File: config.mk
export PLATFORM = sky130hd
export DESIGN_NAME = sdio_rx_tx_credit_tracker
export DESIGN_NICKNAME = d
export VERILOG_FILES = /design/src/sdcrt_pkg.sv /design/src/sdcrt_div.sv /design/src/sdio_rx_tx_credit_tracker.sv
export SDC_FILE = /design/constraint.sdc
export NUM_CORES = 1
export LEC_CHECK = 0
export ABC_AREA = 1
export BUFFER_PORTS_ARGS = -buffer_cell sky130_fd_sc_hd__buf_2
export CAP_MARGIN = 20
export CELL_PAD_IN_SITES_DETAIL_PLACEMENT = 1
export CELL_PAD_IN_SITES_GLOBAL_PLACEMENT = 1
export CORE_MARGIN = 2
export CORE_UTILIZATION = 48
export CTS_CLUSTER_DIAMETER = 200
export CTS_CLUSTER_SIZE = 28
export DETAILED_ROUTE_END_ITERATION = 6
export GPL_TIMING_DRIVEN = 0
export PLACE_DENSITY = 0.95
export SLEW_MARGIN = 15
export SYNTH_ARGS = -nofsm -noshare
export SYNTH_HDL_FRONTEND = slang
export SYNTH_SLANG_ARGS = --single-unit
export TNS_END_PERCENT = 30
File: constraint.sdc
create_clock -name clk -period 10.9 [get_ports clk]
set_input_delay 1.09 -clock clk [delete_from_list [all_inputs] [get_ports clk]]
set_output_delay 1.09 -clock clk [all_outputs]
set_load 0.02 [all_outputs]
File: src/sdcrt_pkg.sv
package sdcrt_pkg;

	localparam int unsigned LIMIT_W = 16;
	localparam int unsigned TOK_W   = 12;
	localparam int unsigned ALIGN_W = 4;
	localparam int unsigned RXC_W   = 20;
	localparam int unsigned FLEN_W  = 16;
	localparam int unsigned ADDR_W  = 17;

	localparam logic [ADDR_W-1:0] FIFO_END      = 17'h1f800;
	localparam logic [TOK_W-1:0]  START_CREDITS = 12'd10;
	localparam logic [TOK_W-1:0]  DEFAULT_TOKEN = 12'd512;
	localparam logic [ADDR_W-1:0] BLOCK_MASK    = 17'd511;

	localparam logic [1:0] KIND_START = 2'd0;
	localparam logic [1:0] KIND_RX    = 2'd1;
	localparam logic [1:0] KIND_TX    = 2'd2;
	localparam logic [1:0] KIND_STOP  = 2'd3;

	localparam logic [2:0] ST_OK       = 3'd0;
	localparam logic [2:0] ST_EMPTY    = 3'd1;
	localparam logic [2:0] ST_TOO_BIG  = 3'd2;
	localparam logic [2:0] ST_BUSY     = 3'd3;
	localparam logic [2:0] ST_INVALID  = 3'd4;
	localparam logic [2:0] ST_INACTIVE = 3'd5;

	localparam logic [1:0] CFG_RX_LIMIT     = 2'd0;
	localparam logic [1:0] CFG_CREDIT_BYTES = 2'd1;
	localparam logic [1:0] CFG_ALIGN_LOG2   = 2'd2;

	localparam logic [LIMIT_W-1:0] RST_RX_LIMIT     = 16'd1600;
	localparam logic [TOK_W-1:0]   RST_CREDIT_BYTES = 12'd512;
	localparam logic [ALIGN_W-1:0] RST_ALIGN_LOG2   = 4'd2;

endpackage

File: src/sdcrt_div.sv
module sdcrt_div (
	input  logic                            clk,
	input  logic                            arst_n,
	input  logic                            start,
	input  logic [sdcrt_pkg::FLEN_W-1:0]    dividend,
	input  logic [sdcrt_pkg::TOK_W-1:0]     divisor,
	output logic                            done,
	output logic [sdcrt_pkg::FLEN_W-1:0]    quotient
);

	localparam int unsigned CNT_W = $clog2(sdcrt_pkg::FLEN_W);

	logic                          busy_q;
	logic                          done_q;
	logic [CNT_W-1:0]              cnt_q;
	logic [sdcrt_pkg::TOK_W-1:0]   dsr_q;
	logic [sdcrt_pkg::TOK_W-1:0]   rem_q;
	logic [sdcrt_pkg::FLEN_W-1:0]  quo_q;
	logic [sdcrt_pkg::TOK_W:0]     trial;
	logic [sdcrt_pkg::TOK_W:0]     diff;
	logic                          fits;

	// One quotient bit per cycle: the dividend shifts out of the top of quo_q
	// while the quotient bits shift in at the bottom.
	assign trial = {rem_q, quo_q[sdcrt_pkg::FLEN_W-1]};
	assign diff  = trial - {1'b0, dsr_q};
	assign fits  = trial >= {1'b0, dsr_q};

	always_ff @(posedge clk or negedge arst_n) begin
		if (!arst_n) begin
			busy_q <= 1'b0;
			done_q <= 1'b0;
			cnt_q  <= '0;
		end else begin
			done_q <= 1'b0;
			if (start) begin
				busy_q <= 1'b1;
				cnt_q  <= '0;
			end else if (busy_q) begin
				cnt_q <= cnt_q + 1'b1;
				if (cnt_q == CNT_W'(sdcrt_pkg::FLEN_W - 1)) begin
					busy_q <= 1'b0;
					done_q <= 1'b1;
				end
			end
		end
	end

	always_ff @(posedge clk) begin
		if (start) begin
			dsr_q <= divisor;
			rem_q <= '0;
			quo_q <= dividend;
		end else if (busy_q) begin
			rem_q <= fits ? diff[sdcrt_pkg::TOK_W-1:0]
			              : trial[sdcrt_pkg::TOK_W-1:0];
			quo_q <= {quo_q[sdcrt_pkg::FLEN_W-2:0], fits};
		end
	end

	assign done     = done_q;
	assign quotient = quo_q;

endmodule

File: src/sdio_rx_tx_credit_tracker.sv
// Host-side byte and credit accounting for a packet link.
// Input channel (in_valid/in_ready) carries one event: start, receive poll,
// transmit try or stop, together with the peer's counters and frame length.
// Output channel (out_valid/out_ready) returns exactly one result for each
// event. The configuration channel (cfg_valid/cfg_ready, cfg_index, cfg_data)
// writes rx_limit, credit_bytes and align_log2; it is always ready and should
// be used only while no event is in flight.
// One event is handled at a time. Start, receive and stop events pass through
// S_DONE into the output register; a transmit try first waits in S_DIV for the
// bit-serial divider, which works out the credit count one quotient bit per
// cycle for all 16 bits of the quotient, and then passes through S_DONE. A new
// event is accepted in the cycle after a result has been loaded into the output
// register, so no event is taken while an earlier one is still being worked on.
// If the receiver stalls, the finished result waits in the output register
// and a following event is accepted and worked on, but its result is held
// until the output register is freed.
// Reset clears the counters and flags and restores the register defaults
// (rx_limit 1600, credit_bytes 512, align_log2 2).
module sdio_rx_tx_credit_tracker (
	input  logic        clk,
	input  logic        arst_n,

	input  logic        cfg_valid,
	output logic        cfg_ready,
	input  logic [1:0]  cfg_index,
	input  logic [15:0] cfg_data,

	input  logic        in_valid,
	output logic        in_ready,
	input  logic [1:0]  kind,
	input  logic [19:0] rx_counter,
	input  logic [31:0] token_word,
	input  logic [15:0] frame_length,
	input  logic        transfer_ok,

	output logic        out_valid,
	input  logic        out_ready,
	output logic [2:0]  status,
	output logic        counter_was_reset,
	output logic [15:0] rx_bytes,
	output logic [16:0] rx_read_length,
	output logic [16:0] rx_address,
	output logic [11:0] credits_free,
	output logic [15:0] credits_needed,
	output logic [16:0] tx_write_length,
	output logic [16:0] tx_address
);

	localparam logic [1:0] S_IDLE = 2'd0;
	localparam logic [1:0] S_DIV  = 2'd1;
	localparam logic [1:0] S_DONE = 2'd2;

	logic [1:0] state_q;

	logic [sdcrt_pkg::LIMIT_W-1:0] rx_limit_q;
	logic [sdcrt_pkg::TOK_W-1:0]   credit_bytes_q;
	logic [sdcrt_pkg::ALIGN_W-1:0] align_log2_q;

	logic [sdcrt_pkg::RXC_W-1:0] rx_consumed_q;
	logic [sdcrt_pkg::TOK_W-1:0] tx_sent_q;
	logic                        rx_seeded_q;
	logic                        link_active_q;

	logic [1:0]                   kind_q;
	logic [sdcrt_pkg::RXC_W-1:0]  rxc_q;
	logic [sdcrt_pkg::TOK_W-1:0]  peer_tok_q;
	logic [sdcrt_pkg::FLEN_W-1:0] flen_q;
	logic                         ok_q;

	logic                         in_fire;
	logic                         finish;
	logic                         div_start;
	logic                         div_done;
	logic [sdcrt_pkg::FLEN_W-1:0] div_quo;
	logic [sdcrt_pkg::TOK_W-1:0]  ts_eff;

	logic                         out_valid_q;
	logic [2:0]                   status_q;
	logic                         cwr_q;
	logic [15:0]                  rx_bytes_q;
	logic [16:0]                  rx_rlen_q;
	logic [16:0]                  rx_addr_q;
	logic [11:0]                  cfree_q;
	logic [15:0]                  cneed_q;
	logic [16:0]                  tx_wlen_q;
	logic [16:0]                  tx_addr_q;

	// Result and next state, worked out from the held event in S_DONE.
	logic [2:0]                   r_status;
	logic                         r_cwr;
	logic [15:0]                  r_rx_bytes;
	logic [16:0]                  r_rx_rlen;
	logic [16:0]                  r_rx_addr;
	logic [11:0]                  r_cfree;
	logic [15:0]                  r_cneed;
	logic [16:0]                  r_tx_wlen;
	logic [16:0]                  r_tx_addr;
	logic [sdcrt_pkg::RXC_W-1:0]  nx_consumed;
	logic [sdcrt_pkg::TOK_W-1:0]  nx_sent;
	logic                         nx_seeded;
	logic                         nx_active;

	logic [sdcrt_pkg::RXC_W-1:0]  avail;
	logic                         restart;
	logic [sdcrt_pkg::RXC_W-1:0]  eff;
	logic [16:0]                  amask;
	logic [16:0]                  rx_sum;
	logic [16:0]                  tx_sum;
	logic [sdcrt_pkg::TOK_W-1:0]  freec;
	logic [15:0]                  needed;

	assign cfg_ready = 1'b1;
	assign in_ready  = (state_q == S_IDLE);
	assign in_fire   = in_valid && in_ready;
	assign finish    = (state_q == S_DONE) && (!out_valid_q || out_ready);

	assign div_start = in_fire && (kind == sdcrt_pkg::KIND_TX);
	assign ts_eff = (credit_bytes_q == '0) ? sdcrt_pkg::DEFAULT_TOKEN : credit_bytes_q;

	// ceil(n / d) for n >= 1 is floor((n - 1) / d) + 1.
	sdcrt_div u_div (
		.clk      (clk),
		.arst_n   (arst_n),
		.start    (div_start),
		.dividend (frame_length - 16'd1),
		.divisor  (ts_eff),
		.done     (div_done),
		.quotient (div_quo)
	);

	always_ff @(posedge clk or negedge arst_n) begin
		if (!arst_n) begin
			rx_limit_q     <= sdcrt_pkg::RST_RX_LIMIT;
			credit_bytes_q <= sdcrt_pkg::RST_CREDIT_BYTES;
			align_log2_q   <= sdcrt_pkg::RST_ALIGN_LOG2;
		end else if (cfg_valid && cfg_ready) begin
			case (cfg_index)
				sdcrt_pkg::CFG_RX_LIMIT:     rx_limit_q <= cfg_data;
				sdcrt_pkg::CFG_CREDIT_BYTES:
					credit_bytes_q <= cfg_data[sdcrt_pkg::TOK_W-1:0];
				sdcrt_pkg::CFG_ALIGN_LOG2:
					align_log2_q <= cfg_data[sdcrt_pkg::ALIGN_W-1:0];
				default: ;
			endcase
		end
	end

	always_ff @(posedge clk or negedge arst_n) begin
		if (!arst_n) begin
			state_q <= S_IDLE;
		end else begin
			case (state_q)
				S_IDLE: begin
					if (in_fire)
						state_q <= (kind == sdcrt_pkg::KIND_TX) ? S_DIV : S_DONE;
				end
				S_DIV: begin
					if (div_done)
						state_q <= S_DONE;
				end
				S_DONE: begin
					if (finish)
						state_q <= S_IDLE;
				end
				default: state_q <= S_IDLE;
			endcase
		end
	end

	always_ff @(posedge clk) begin
		if (in_fire) begin
			kind_q     <= kind;
			rxc_q      <= rx_counter;
			peer_tok_q <= token_word[27:16];
			flen_q     <= frame_length;
			ok_q       <= transfer_ok;
		end
	end

	always_comb begin
		avail   = rxc_q - rx_consumed_q;
		restart = (avail > {4'd0, rx_limit_q}) && (rxc_q <= {4'd0, rx_limit_q});
		eff     = restart ? rxc_q : avail;
		amask   = 17'((18'd1 << align_log2_q) - 18'd1);
		rx_sum  = {1'b0, eff[15:0]} + amask;
		tx_sum  = {1'b0, flen_q} + sdcrt_pkg::BLOCK_MASK;
		freec   = peer_tok_q - tx_sent_q;
		needed  = div_quo + 16'd1;

		r_status    = sdcrt_pkg::ST_OK;
		r_cwr       = 1'b0;
		r_rx_bytes  = '0;
		r_rx_rlen   = '0;
		r_rx_addr   = '0;
		r_cfree     = '0;
		r_cneed     = '0;
		r_tx_wlen   = '0;
		r_tx_addr   = '0;
		nx_consumed = rx_consumed_q;
		nx_sent     = tx_sent_q;
		nx_seeded   = rx_seeded_q;
		nx_active   = link_active_q;

		case (kind_q)
			sdcrt_pkg::KIND_START: begin
				if (!ok_q) begin
					r_status = sdcrt_pkg::ST_INVALID;
				end else begin
					if (!rx_seeded_q) begin
						nx_consumed = (rxc_q <= {4'd0, rx_limit_q}) ? '0 : rxc_q;
						nx_seeded   = 1'b1;
					end
					nx_sent   = (peer_tok_q >= sdcrt_pkg::START_CREDITS)
					          ? peer_tok_q - sdcrt_pkg::START_CREDITS : '0;
					nx_active = 1'b1;
				end
			end
			sdcrt_pkg::KIND_RX: begin
				if (!link_active_q) begin
					r_status = sdcrt_pkg::ST_INACTIVE;
				end else if (avail == '0) begin
					r_status = sdcrt_pkg::ST_EMPTY;
				end else begin
					// A restarted peer counter drops the consumed count even if
					// this transaction later fails.
					if (restart) begin
						r_cwr       = 1'b1;
						nx_consumed = '0;
					end
					if (eff == '0) begin
						r_status = sdcrt_pkg::ST_EMPTY;
					end else if (eff > {4'd0, rx_limit_q}) begin
						r_status = sdcrt_pkg::ST_TOO_BIG;
					end else begin
						r_rx_bytes = eff[15:0];
						r_rx_rlen  = rx_sum & ~amask;
						r_rx_addr  = sdcrt_pkg::FIFO_END - {1'b0, eff[15:0]};
						if (ok_q)
							nx_consumed = (restart ? '0 : rx_consumed_q) + eff;
						else
							r_status = sdcrt_pkg::ST_INVALID;
					end
				end
			end
			sdcrt_pkg::KIND_TX: begin
				if (!link_active_q) begin
					r_status = sdcrt_pkg::ST_INACTIVE;
				end else if (flen_q == '0 || flen_q > rx_limit_q) begin
					r_status = sdcrt_pkg::ST_INVALID;
				end else begin
					r_cfree = freec;
					r_cneed = needed;
					if ({4'd0, freec} < needed) begin
						r_status = sdcrt_pkg::ST_BUSY;
					end else begin
						r_tx_wlen = tx_sum & ~sdcrt_pkg::BLOCK_MASK;
						r_tx_addr = sdcrt_pkg::FIFO_END - r_tx_wlen;
						if (ok_q)
							nx_sent = tx_sent_q + needed[sdcrt_pkg::TOK_W-1:0];
						else
							r_status = sdcrt_pkg::ST_INVALID;
					end
				end
			end
			default: begin
				nx_active = 1'b0;
			end
		endcase
	end

	always_ff @(posedge clk or negedge arst_n) begin
		if (!arst_n) begin
			rx_consumed_q <= '0;
			tx_sent_q     <= '0;
			rx_seeded_q   <= 1'b0;
			link_active_q <= 1'b0;
			out_valid_q   <= 1'b0;
		end else begin
			if (finish) begin
				rx_consumed_q <= nx_consumed;
				tx_sent_q     <= nx_sent;
				rx_seeded_q   <= nx_seeded;
				link_active_q <= nx_active;
				out_valid_q   <= 1'b1;
			end else if (out_ready) begin
				out_valid_q <= 1'b0;
			end
		end
	end

	always_ff @(posedge clk) begin
		if (finish) begin
			status_q   <= r_status;
			cwr_q      <= r_cwr;
			rx_bytes_q <= r_rx_bytes;
			rx_rlen_q  <= r_rx_rlen;
			rx_addr_q  <= r_rx_addr;
			cfree_q    <= r_cfree;
			cneed_q    <= r_cneed;
			tx_wlen_q  <= r_tx_wlen;
			tx_addr_q  <= r_tx_addr;
		end
	end

	assign out_valid         = out_valid_q;
	assign status            = status_q;
	assign counter_was_reset = cwr_q;
	assign rx_bytes          = rx_bytes_q;
	assign rx_read_length    = rx_rlen_q;
	assign rx_address        = rx_addr_q;
	assign credits_free      = cfree_q;
	assign credits_needed    = cneed_q;
	assign tx_write_length   = tx_wlen_q;
	assign tx_address        = tx_addr_q;

endmodule
Yosys cells after proc, flatten, opt, wreduce, memory -nomap -nowiden
Cells that the tools add are included.
{"block": "totals", "regBits": 282, "input_bits": 94, "out_inout_bits": 119}
{"block": "op_classes", "add_sub_neg": 14, "n_lt_le_gt_ge": 7, "n_eq_ne": 19, "shift": 1, "muxes": 48, "n_bitwise": 6, "reduce_logical": 31}
{"cell": "2-to-1 mux 20 bit", "n": 10}
{"cell": "2-to-1 mux 12 bit", "n": 7}
{"cell": "greater-than comparator 20 x 16 -> 1 bit", "n": 2}
{"cell": "zero test 20 bit", "n": 2}
{"cell": "case mux 20 bit (2 select lines)", "n": 1}
{"cell": "2-to-1 mux 16 bit", "n": 2}
{"cell": "2-to-1 mux 3 bit", "n": 8}
{"cell": "case mux 12 bit (2 select lines)", "n": 1}
{"cell": "subtractor 12 bit", "n": 2}
{"cell": "adder 20 bit", "n": 1}
{"cell": "<= comparator 20 x 16 -> 1 bit", "n": 1}
{"cell": "subtractor 20 bit", "n": 1}
{"cell": "!= test 2 bit, second input constant", "n": 9}
{"cell": "adder 16 x 17 -> 17 bit", "n": 1}
{"cell": "adder 16 x 9 -> 17 bit, second input constant", "n": 1}
{"cell": "AND 17 bit", "n": 1}
{"cell": "NOT 17 bit", "n": 1}
{"cell": "<< shifter 1 x 4 -> 17 bit, first input constant", "n": 1}
{"cell": "subtractor 17 x 1 -> 17 bit, second input constant", "n": 1}
{"cell": "subtractor 17 x 16 -> 17 bit, first input constant", "n": 1}
{"cell": "subtractor 17 bit, first input constant", "n": 1}
{"cell": "adder 16 x 1 -> 16 bit, second input constant", "n": 1}
{"cell": "greater-than comparator 16 bit", "n": 1}
{"cell": "zero test 16 bit", "n": 1}
{"cell": "other kinds (32)", "n": 68}

Longest topological paths before layout
Gate-level depths: netlist of run 1.
{"block": "depth", "depth_word": 11, "mapped_depth": 45, "mapped_depth_nobuf": 44}

Modules after synthesis
Synthesis of run 1 repeated with hierarchy kept, for this count alone.
{"block": "hier_totals", "cells_unflattened": 2506, "area_unflattened_um2": 19500.0}
{"module": "sdio_rx_tx_credit_tracker", "instances": 1, "cells_each": 2160, "area_each_um2": 16789.9, "seq_area_each_um2": 6147.1}
{"module": "sdcrt_div", "instances": 1, "cells_each": 346, "area_each_um2": 2710.1, "seq_area_each_um2": 1231.2}

Least setup slack after synthesis of run 1
No wires, ideal clock.
{"block": "synth_timing", "path_kind": "input port to flip-flop", "from": "input out_ready", "to": "register tx_sent_q[2] in the netlist's numbering", "setup_time_ns": 0.133, "arrival_ns": 6.703, "required_time_ns": 10.767, "path_slack_ns": 4.064, "cell_stages": 8, "cell_sequence": "nor2_1 -> nor2_1 -> inv_1 -> a2111oi_0 -> nand2_1 -> clkbuf_1 -> nor2_1 -> a21oi_1"}
{"block": "synth_between", "elab_chain_len": 3}
{"item": "start, declared", "line": "sdio_rx_tx_credit_tracker.sv:37", "source": "input logic out_ready,"}
{"item": "logical OR 1 bit", "line": "sdio_rx_tx_credit_tracker.sv:115", "source": "assign finish = (state_q == S_DONE) && (!out_valid_q || out_ready);"}
{"item": "logical AND 1 bit", "line": "sdio_rx_tx_credit_tracker.sv:115"}
{"item": "named net finish", "line": "sdio_rx_tx_credit_tracker.sv:71", "source": "logic finish;"}
{"item": "AND reduction 7 bit (no line)"}
{"item": "end signal, assigned", "line": "sdio_rx_tx_credit_tracker.sv:281", "source": "tx_sent_q <= nx_sent;"}
{"item": "end, declared", "line": "sdio_rx_tx_credit_tracker.sv:60", "source": "logic [sdcrt_pkg::TOK_W-1:0] tx_sent_q;"}
The timed path passes the listed nets, and every way through them passes these cells.
A chain may end at the register's enable or synchronous reset.

Worst setup path after layout of run 1
{"block": "layout_timing", "from": "register rxc_q[2] in the netlist's numbering", "to": "register rx_rlen_q[13], in the netlist rx_read_length[13] (data pin)"}
{"block": "layout_between", "elab_chain_len": 6, "word_cells_on_any_way": 11, "classes_between": "add/sub (2); order compare (3); mux (1); bitwise (1); reduce/logical (4)"}
{"item": "start, declared", "line": "sdio_rx_tx_credit_tracker.sv:65", "source": "logic [sdcrt_pkg::RXC_W-1:0] rxc_q;"}
{"item": "start signal, assigned", "line": "sdio_rx_tx_credit_tracker.sv:173", "source": "rxc_q <= rx_counter;"}
{"item": "subtractor 20 bit", "line": "sdio_rx_tx_credit_tracker.sv:181", "source": "avail = rxc_q - rx_consumed_q;"}
{"item": "greater-than comparator 20 x 16 -> 1 bit", "line": "sdio_rx_tx_credit_tracker.sv:182", "source": "restart = (avail > {4'd0, rx_limit_q}) && (rxc_q <= {4'd0, rx_limit_q});"}
{"item": "logical AND 1 bit (*)", "line": "sdio_rx_tx_credit_tracker.sv:182"}
{"item": "2-to-1 mux 20 bit (*)", "line": "sdio_rx_tx_credit_tracker.sv:183", "source": "eff = restart ? rxc_q : avail;"}
{"item": "named net eff (one bit)", "line": "sdio_rx_tx_credit_tracker.sv:105", "source": "logic [sdcrt_pkg::RXC_W-1:0] eff;"}
{"item": "greater-than comparator 20 x 16 -> 1 bit, or another cell as far along", "line": "sdio_rx_tx_credit_tracker.sv:232", "source": "end else if (eff > {4'd0, rx_limit_q}) begin"}
{"item": "OR reduction 5 bit (no line) or AND 17 bit (tied branches)"}
{"item": "end signal, assigned", "line": "sdio_rx_tx_credit_tracker.sv:296", "source": "rx_rlen_q <= r_rx_rlen;"}
{"item": "end, declared", "line": "sdio_rx_tx_credit_tracker.sv:81", "source": "logic [16:0] rx_rlen_q;"}
The timed path passes the listed nets; every way through them passes the cells marked *.

==> results.json, run 1 <==
{
  "grt_pass1_wl_um": 106000,
  "ys.warnings.count": 0,
  "slew_headroom": 0.325,
  "layout.nets": 2927,
  "setup_viol": 0,
  "synth.distinct_cells": 57,
  "crit_type": "reg2reg",
  "die_w_um": 202,
  "root_buffer": "clkbuf_16",
  "num_vias": 18048,
  "numCtsBuffers": 13,
  "first_pass_iters": 5,
  "place.gp.congestion": 0.933,
  "ioPinCount": 213,
  "r2r_end": "rx_read_length[13]",
  "portBuffers": 173,
  "grt_max_degree": 59,
  "drive_gt1_frac": 0.104,
  "die-area_mm2": 0.0409,
  "post-route-util": 0.542,
  "fp.coreArea_mm2": 0.0387,
  "synth.most_common_cell": "nand2_1",
  "max_cap_viol_count": 0,
  "r2r_slack_ns": 3.63,
  "drc": 0,
  "dp_hpwl_um": 53400,
  "fillers": 4902,
  "netlist_top_cells_area": "edfxtp_1 28%, ha_1 11%, nand2_1 11%",
  "r2r_start": "rxc_q[2]",
  "track_usage": 0.326,
  "wire_per_inst_um": 21.0,
  "grt_overflow": 0,
  "yosysSeqAreaShare": 0.391,
  "synthArstFlopShare": 0.286,
  "crit_fanout": 10,
  "clk_latency_ns": 0.54,
  "final_max_slew_viol_count": 0,
  "holdCritPathClass": "in2async",
  "fin_crit_ns": 7.27,
  "synth-seq-cells": 262,
  "fin_skew_ns": 0.0349,
  "cts_tree": "yes",
  "area_delta_synth_final_pct": 11.3,
  "die_y_um": 202,
  "drtAntennaViolNets": 0,
  "syn_area_mm2": 0.0189,
  "synth_top_cell_area_share": 0.279,
  "rsz0062_at_grt": "false",
  "clk_pin_slew_ns": 0.12,
  "antenna_cells": 0,
  "yosys.area.top_type": "edfxtp_1",
  "synth-edff-count": 175,
  "timing.fmax_mhz": 138,
  "crit_top_cell": "nand2_1",
  "status": "completed",
  "cts_buffer_depth": 3,
  "grt_pass1_vias": 19514,
  "rows": 72,
  "cts_sinks": 262,
  "tightest_slew_ns": 0.986,
  "setup_tns_ns": 0,
  "cts_resized": 0,
  "synth_common_cells": "552 x nand2_1, 328 x inv_1, 290 x nor2_1",
  "start_util": 0.487,
  "syn_inst": 2438,
  "crit_path_max_incr_delay_ns": 0.53,
  "final_hold_viol_count": 0,
  "htreeDepth": 1,
  "viasPerCell": 5.68,
  "worst-r2r-cell-count": 35,
  "drtIter0Drc": 1116,
  "cp_slowest_cell": "edfxtp_1",
  "end_kind": "flip-flop",
  "avgSynthCellArea_um2": 7.74,
  "arrival_ns": 7.60,
  "ctsHoldBuffers": 0,
  "required_ns": 11.23,
  "critPathLaunchType": "flip-flop",
  "antenna_found_initial": 2,
  "wirelength_um": 66900,
  "min_period_over_period": 0.667,
  "ys.flop_type": "edfxtp_1",
  "post_cts_buffers": 0
}
-- cells in the final DEF (no fill, tap or decap), types with 65 or more instances in the layout --
cell type,n
edfxtp_1,175
nor2_1,289
buf_2,181
ha_1,173
xor2_1,65
nand3_1,115
dfrtp_1,70
o21ai_0,137
inv_1,328
nand2_1,552
a21oi_1,187
-- worst max-delay path by stage --
stage               startpoint  cells after the start                  to  slack (ns)
CTS                   rxc_q[2]                     35  rx_read_length[13]        3.75
detailed placement    rxc_q[2]                     35  rx_read_length[13]        3.80
global route          rxc_q[2]                     35  rx_read_length[13]        3.12
floorplan            out_ready                      8        tx_sent_q[2]        4.06
finish                rxc_q[2]                     35  rx_read_length[13]        3.63
global placement     out_ready                      9        tx_sent_q[4]        1.47
-- worst max-delay path, delay by kind of cell (launching register included) --
family / cells / cell delay [ns]
buffers and inverters: 5 / 1.04
adder cells (fa/ha/maj): 3 / 1.15
AO/OA/AOI/OAI: 5 / 0.90
XOR/XNOR: 1 / 0.26
flip-flops: 1 / 0.53
AND/OR/NAND/NOR: 21 / 3.18
-- per-layer routing --
layer	global-route usage	vias to the layer above	wire length, um
li1	-	8432	-
met1	0.386	8808	26400
met2	0.593	588	33800
met3	0.0332	216	3240
met4	0.155	4	3390
met5	0	-	27
-- flip-flops by register name, summed over array words and instances (netlist names), 2 cells and up --
register and cells:
state_q 2, u_div.rem_q 12, status 3, rx_consumed_q 20
kind_q 2, rx_address 16, credits_free 12, u_div.dsr_q 12
peer_tok_q 12, tx_sent_q 12, tx_address 7, flen_q 16
credit_bytes_q 12, credits_needed 16, rx_read_length 17, tx_write_length 8
u_div.quotient 16, align_log2_q 4, rx_limit_q 16, rx_bytes 16
rxc_q 20, u_div.cnt_q 4
-- kinds of logic after synthesis --
logic type                 Yosys count  share of synthesized area
AOI/OAI and AO/OA                  395                      0.114
xor gates and xnor gates            90                     0.0418
adders and majority gates          179                      0.121
buffers and inverters              426                     0.0923
DFF                                262                      0.391
other                                2                   0.000398
and+or+nand+nor                   1084                      0.239
-- final cells by class --
| type | count | area [um^2] | share of cell area |
|---|---|---|---|
| multi-input combinational | 1768 | 9820 | 0.468 |
| sequential | 262 | 7380 | 0.352 |
| inverter | 336 | 1260 | 0.0601 |
| timing repair buffer | 183 | 1020 | 0.0486 |
| tap | 518 | 648 | 0.0309 |
| buffer | 90 | 480 | 0.0229 |
| clock buffer | 20 | 352 | 0.0168 |
| clock inverter | 2 | 28.8 | 0.00137 |
-- per-stage QoR --
stage / setup WS, ns / hold slack (ns) / std cells / area, um^2
after CTS: 3.75 / 0.441 / 3178 / 21000
after floorplan: 4.06 / 0.430 / 2456 / 18900
final: 3.63 / 0.436 / 3179 / 21000
after global placement: 1.47 / 0.447 / 3147 / 20400
after detailed placement: 3.80 / 0.478 / 3156 / 20600
after global routing: 3.12 / 0.452 / 3179 / 21000
Power of run 1 is not shown: default switching activity piles up to over one toggle a cycle in this logic, so the estimate is an artifact.
==> run 2: changes to the inputs <==
--- a/config.mk
+++ b/config.mk
@@ -11,12 +11,12 @@
 export CELL_PAD_IN_SITES_DETAIL_PLACEMENT = 1
 export CELL_PAD_IN_SITES_GLOBAL_PLACEMENT = 1
 export CORE_MARGIN = 2
-export CORE_UTILIZATION = 48
+export CORE_UTILIZATION = 40
 export CTS_CLUSTER_DIAMETER = 200
 export CTS_CLUSTER_SIZE = 28
 export DETAILED_ROUTE_END_ITERATION = 6
 export GPL_TIMING_DRIVEN = 0
-export PLACE_DENSITY = 0.95
+export PLACE_DENSITY = 0.88
 export SLEW_MARGIN = 15
 export SYNTH_ARGS = -nofsm -noshare
 export SYNTH_HDL_FRONTEND = slang
==> constraint.sdc (replaced) <==
create_clock -name clk -period 6.1 [get_ports clk]
set_input_delay 0.61 -clock clk [delete_from_list [all_inputs] [get_ports clk]]
set_output_delay 0.61 -clock clk [all_outputs]
set_load 0.02 [all_outputs]
==> results.json, run 2 (synthesis gave the netlist of run 1 again) <==
{
  "r2r_start": "rxc_q[0]",
  "tightest_slew_ns": 1.07,
  "viasPerCell": 5.39,
  "place.gp.congestion": 0.919,
  "cp_slowest_cell": "edfxtp_1",
  "dpl_cell_area_mm2": 0.0207,
  "grt_pass1_vias": 18745,
  "stdcell_area_mm2": 0.0217,
  "grt_pass1_wl_um": 101000,
  "die_w_um": 221,
  "fin_crit_ns": 5.83,
  "dp_hpwl_um": 51800,
  "numCtsBuffers": 13,
  "rows": 79,
  "final_max_slew_viol_count": 0,
  "drive_gt1_frac": 0.136,
  "die_y_um": 221,
  "crit_type": "reg2reg",
  "fin_skew_ns": 0.0263,
  "mostFrequentLayoutCells": "537 x nand2_1, 323 x inv_1, 283 x nor2_1",
  "worst-r2r-cell-count": 35,
  "final_hold_viol_count": 0,
  "ctsHoldBuffers": 0,
  "antenna_found_initial": 2,
  "wirelength_um": 64900,
  "num_vias": 17732,
  "cts_buffer_depth": 3,
  "crit_path_max_incr_delay_ns": 0.44,
  "rsz0062_at_grt": "true",
  "first_pass_iters": 4,
  "required_ns": 6.44,
  "end_kind": "flip-flop",
  "ioPinCount": 213,
  "crit_top_cell": "nand2_1",
  "fp.coreArea_mm2": 0.0466,
  "layout.nets": 2946,
  "root_buffer": "clkbuf_16",
  "timing.fmax_mhz": 172,
  "slew_headroom": 0.286,
  "crit_buf_inv": 7,
  "clk_latency_ns": 0.53,
  "drc": 0,
  "cts_sinks": 262,
  "holdCritPathClass": "in2async",
  "r2r_end": "rx_address[3]",
  "arrival_ns": 6.16,
  "drtAntennaViolNets": 0,
  "crit_fanout": 10,
  "status": "completed",
  "fillers": 5796,
  "grt_max_degree": 45,
  "portBuffers": 173,
  "final_common_cell": "nand2_1",
  "critPathLaunchType": "flip-flop",
  "setup_viol": 0,
  "area_delta_synth_final_pct": 14.8,
  "track_usage": 0.258,
  "wire_per_inst_um": 19.7,
  "max_cap_viol_count": 0,
  "r2r_slack_ns": 0.27,
  "cts_tree": "yes",
  "cp_top_family": "simple AND/OR/NAND/NOR gates",
  "die-area_mm2": 0.0489,
  "htreeDepth": 1,
  "grt_overflow": 0,
  "clk_pin_slew_ns": 0.13,
  "min_period_over_period": 0.955,
  "start_util": 0.405,
  "drtIter0Drc": 979
}
[run 2: changes by cell type in the layout (fill, tap and decap cells not counted), moves of 5 or more]
cell     delta
buf_4      +23
ha_1       -10
ha_2        +6
inv_1       -5
nand2_1    -15
nand2_2    +11
nor2_1      -6
nor2_2      +5
o21ai_0     -7
o21ai_1     +5
[run 2: area by class of cell]
cell class | instances | area, um^2 | area share
inverter | 336 | 1270 | 0.0587
sequential | 262 | 7380 | 0.341
buffer | 90 | 502 | 0.0232
clock buffer | 19 | 348 | 0.0161
clock inverter | 3 | 55.1 | 0.00254
multi-input combinational | 1768 | 10200 | 0.471
tap | 607 | 759 | 0.0351
timing repair buffer | 202 | 1150 | 0.0530
antenna | 2 | 5.00 | 0.000231
[run 2: worst max path at each step]
stage	startpoint	end	slack, ns	cells after the start
6_report	rxc_q[0]	rx_address[3]	0.27	35
5_1_grt	rx_consumed_q[2]	rx_consumed_q[12]	-0.14	40
4_1_cts	rxc_q[0]	rx_read_length[10]	0.005	38
3_5_place_dp	rxc_q[0]	rx_read_length[13]	-0.90	37
3_3_place_gp	rxc_q[0]	rx_read_length[13]	-0.85	37
2_1_floorplan	rxc_q[0]	rx_consumed_q[14]	0.85	39
[run 2: through the flow]
stage          worst slack (ns)  hold slack (ns)  cells  TNS, ns   util
6_report                  0.273           0.0307   3289        0  0.465
5_1_grt                  -0.143           0.0509   3288   -0.457  0.465
4_1_cts                 0.00471           0.0366   3278        0  0.458
3_5_place_dp             -0.901            0.480   3245   -43.71  0.445
3_3_place_gp             -0.846            0.459   3236   -81.95  0.442
2_1_floorplan             0.846            0.314   2456        0      -
[run 2: routing by layer]
layer	part of all wire	up-vias	global-route usage
met5	0.00017	-	0
met4	0.039	2	0.0959
met3	0.040	140	0.0299
met2	0.51	397	0.468
met1	0.41	8721	0.312
li1	-	8472	-
[run 2: repair_timing]
item,CTS,global route
setup buffers,11,9
endpoints found under the setup margin,71,71
pin swaps,2,7
cloned,0,0
gates resized for setup,35,72
Power of run 2 is left out for the same reason.
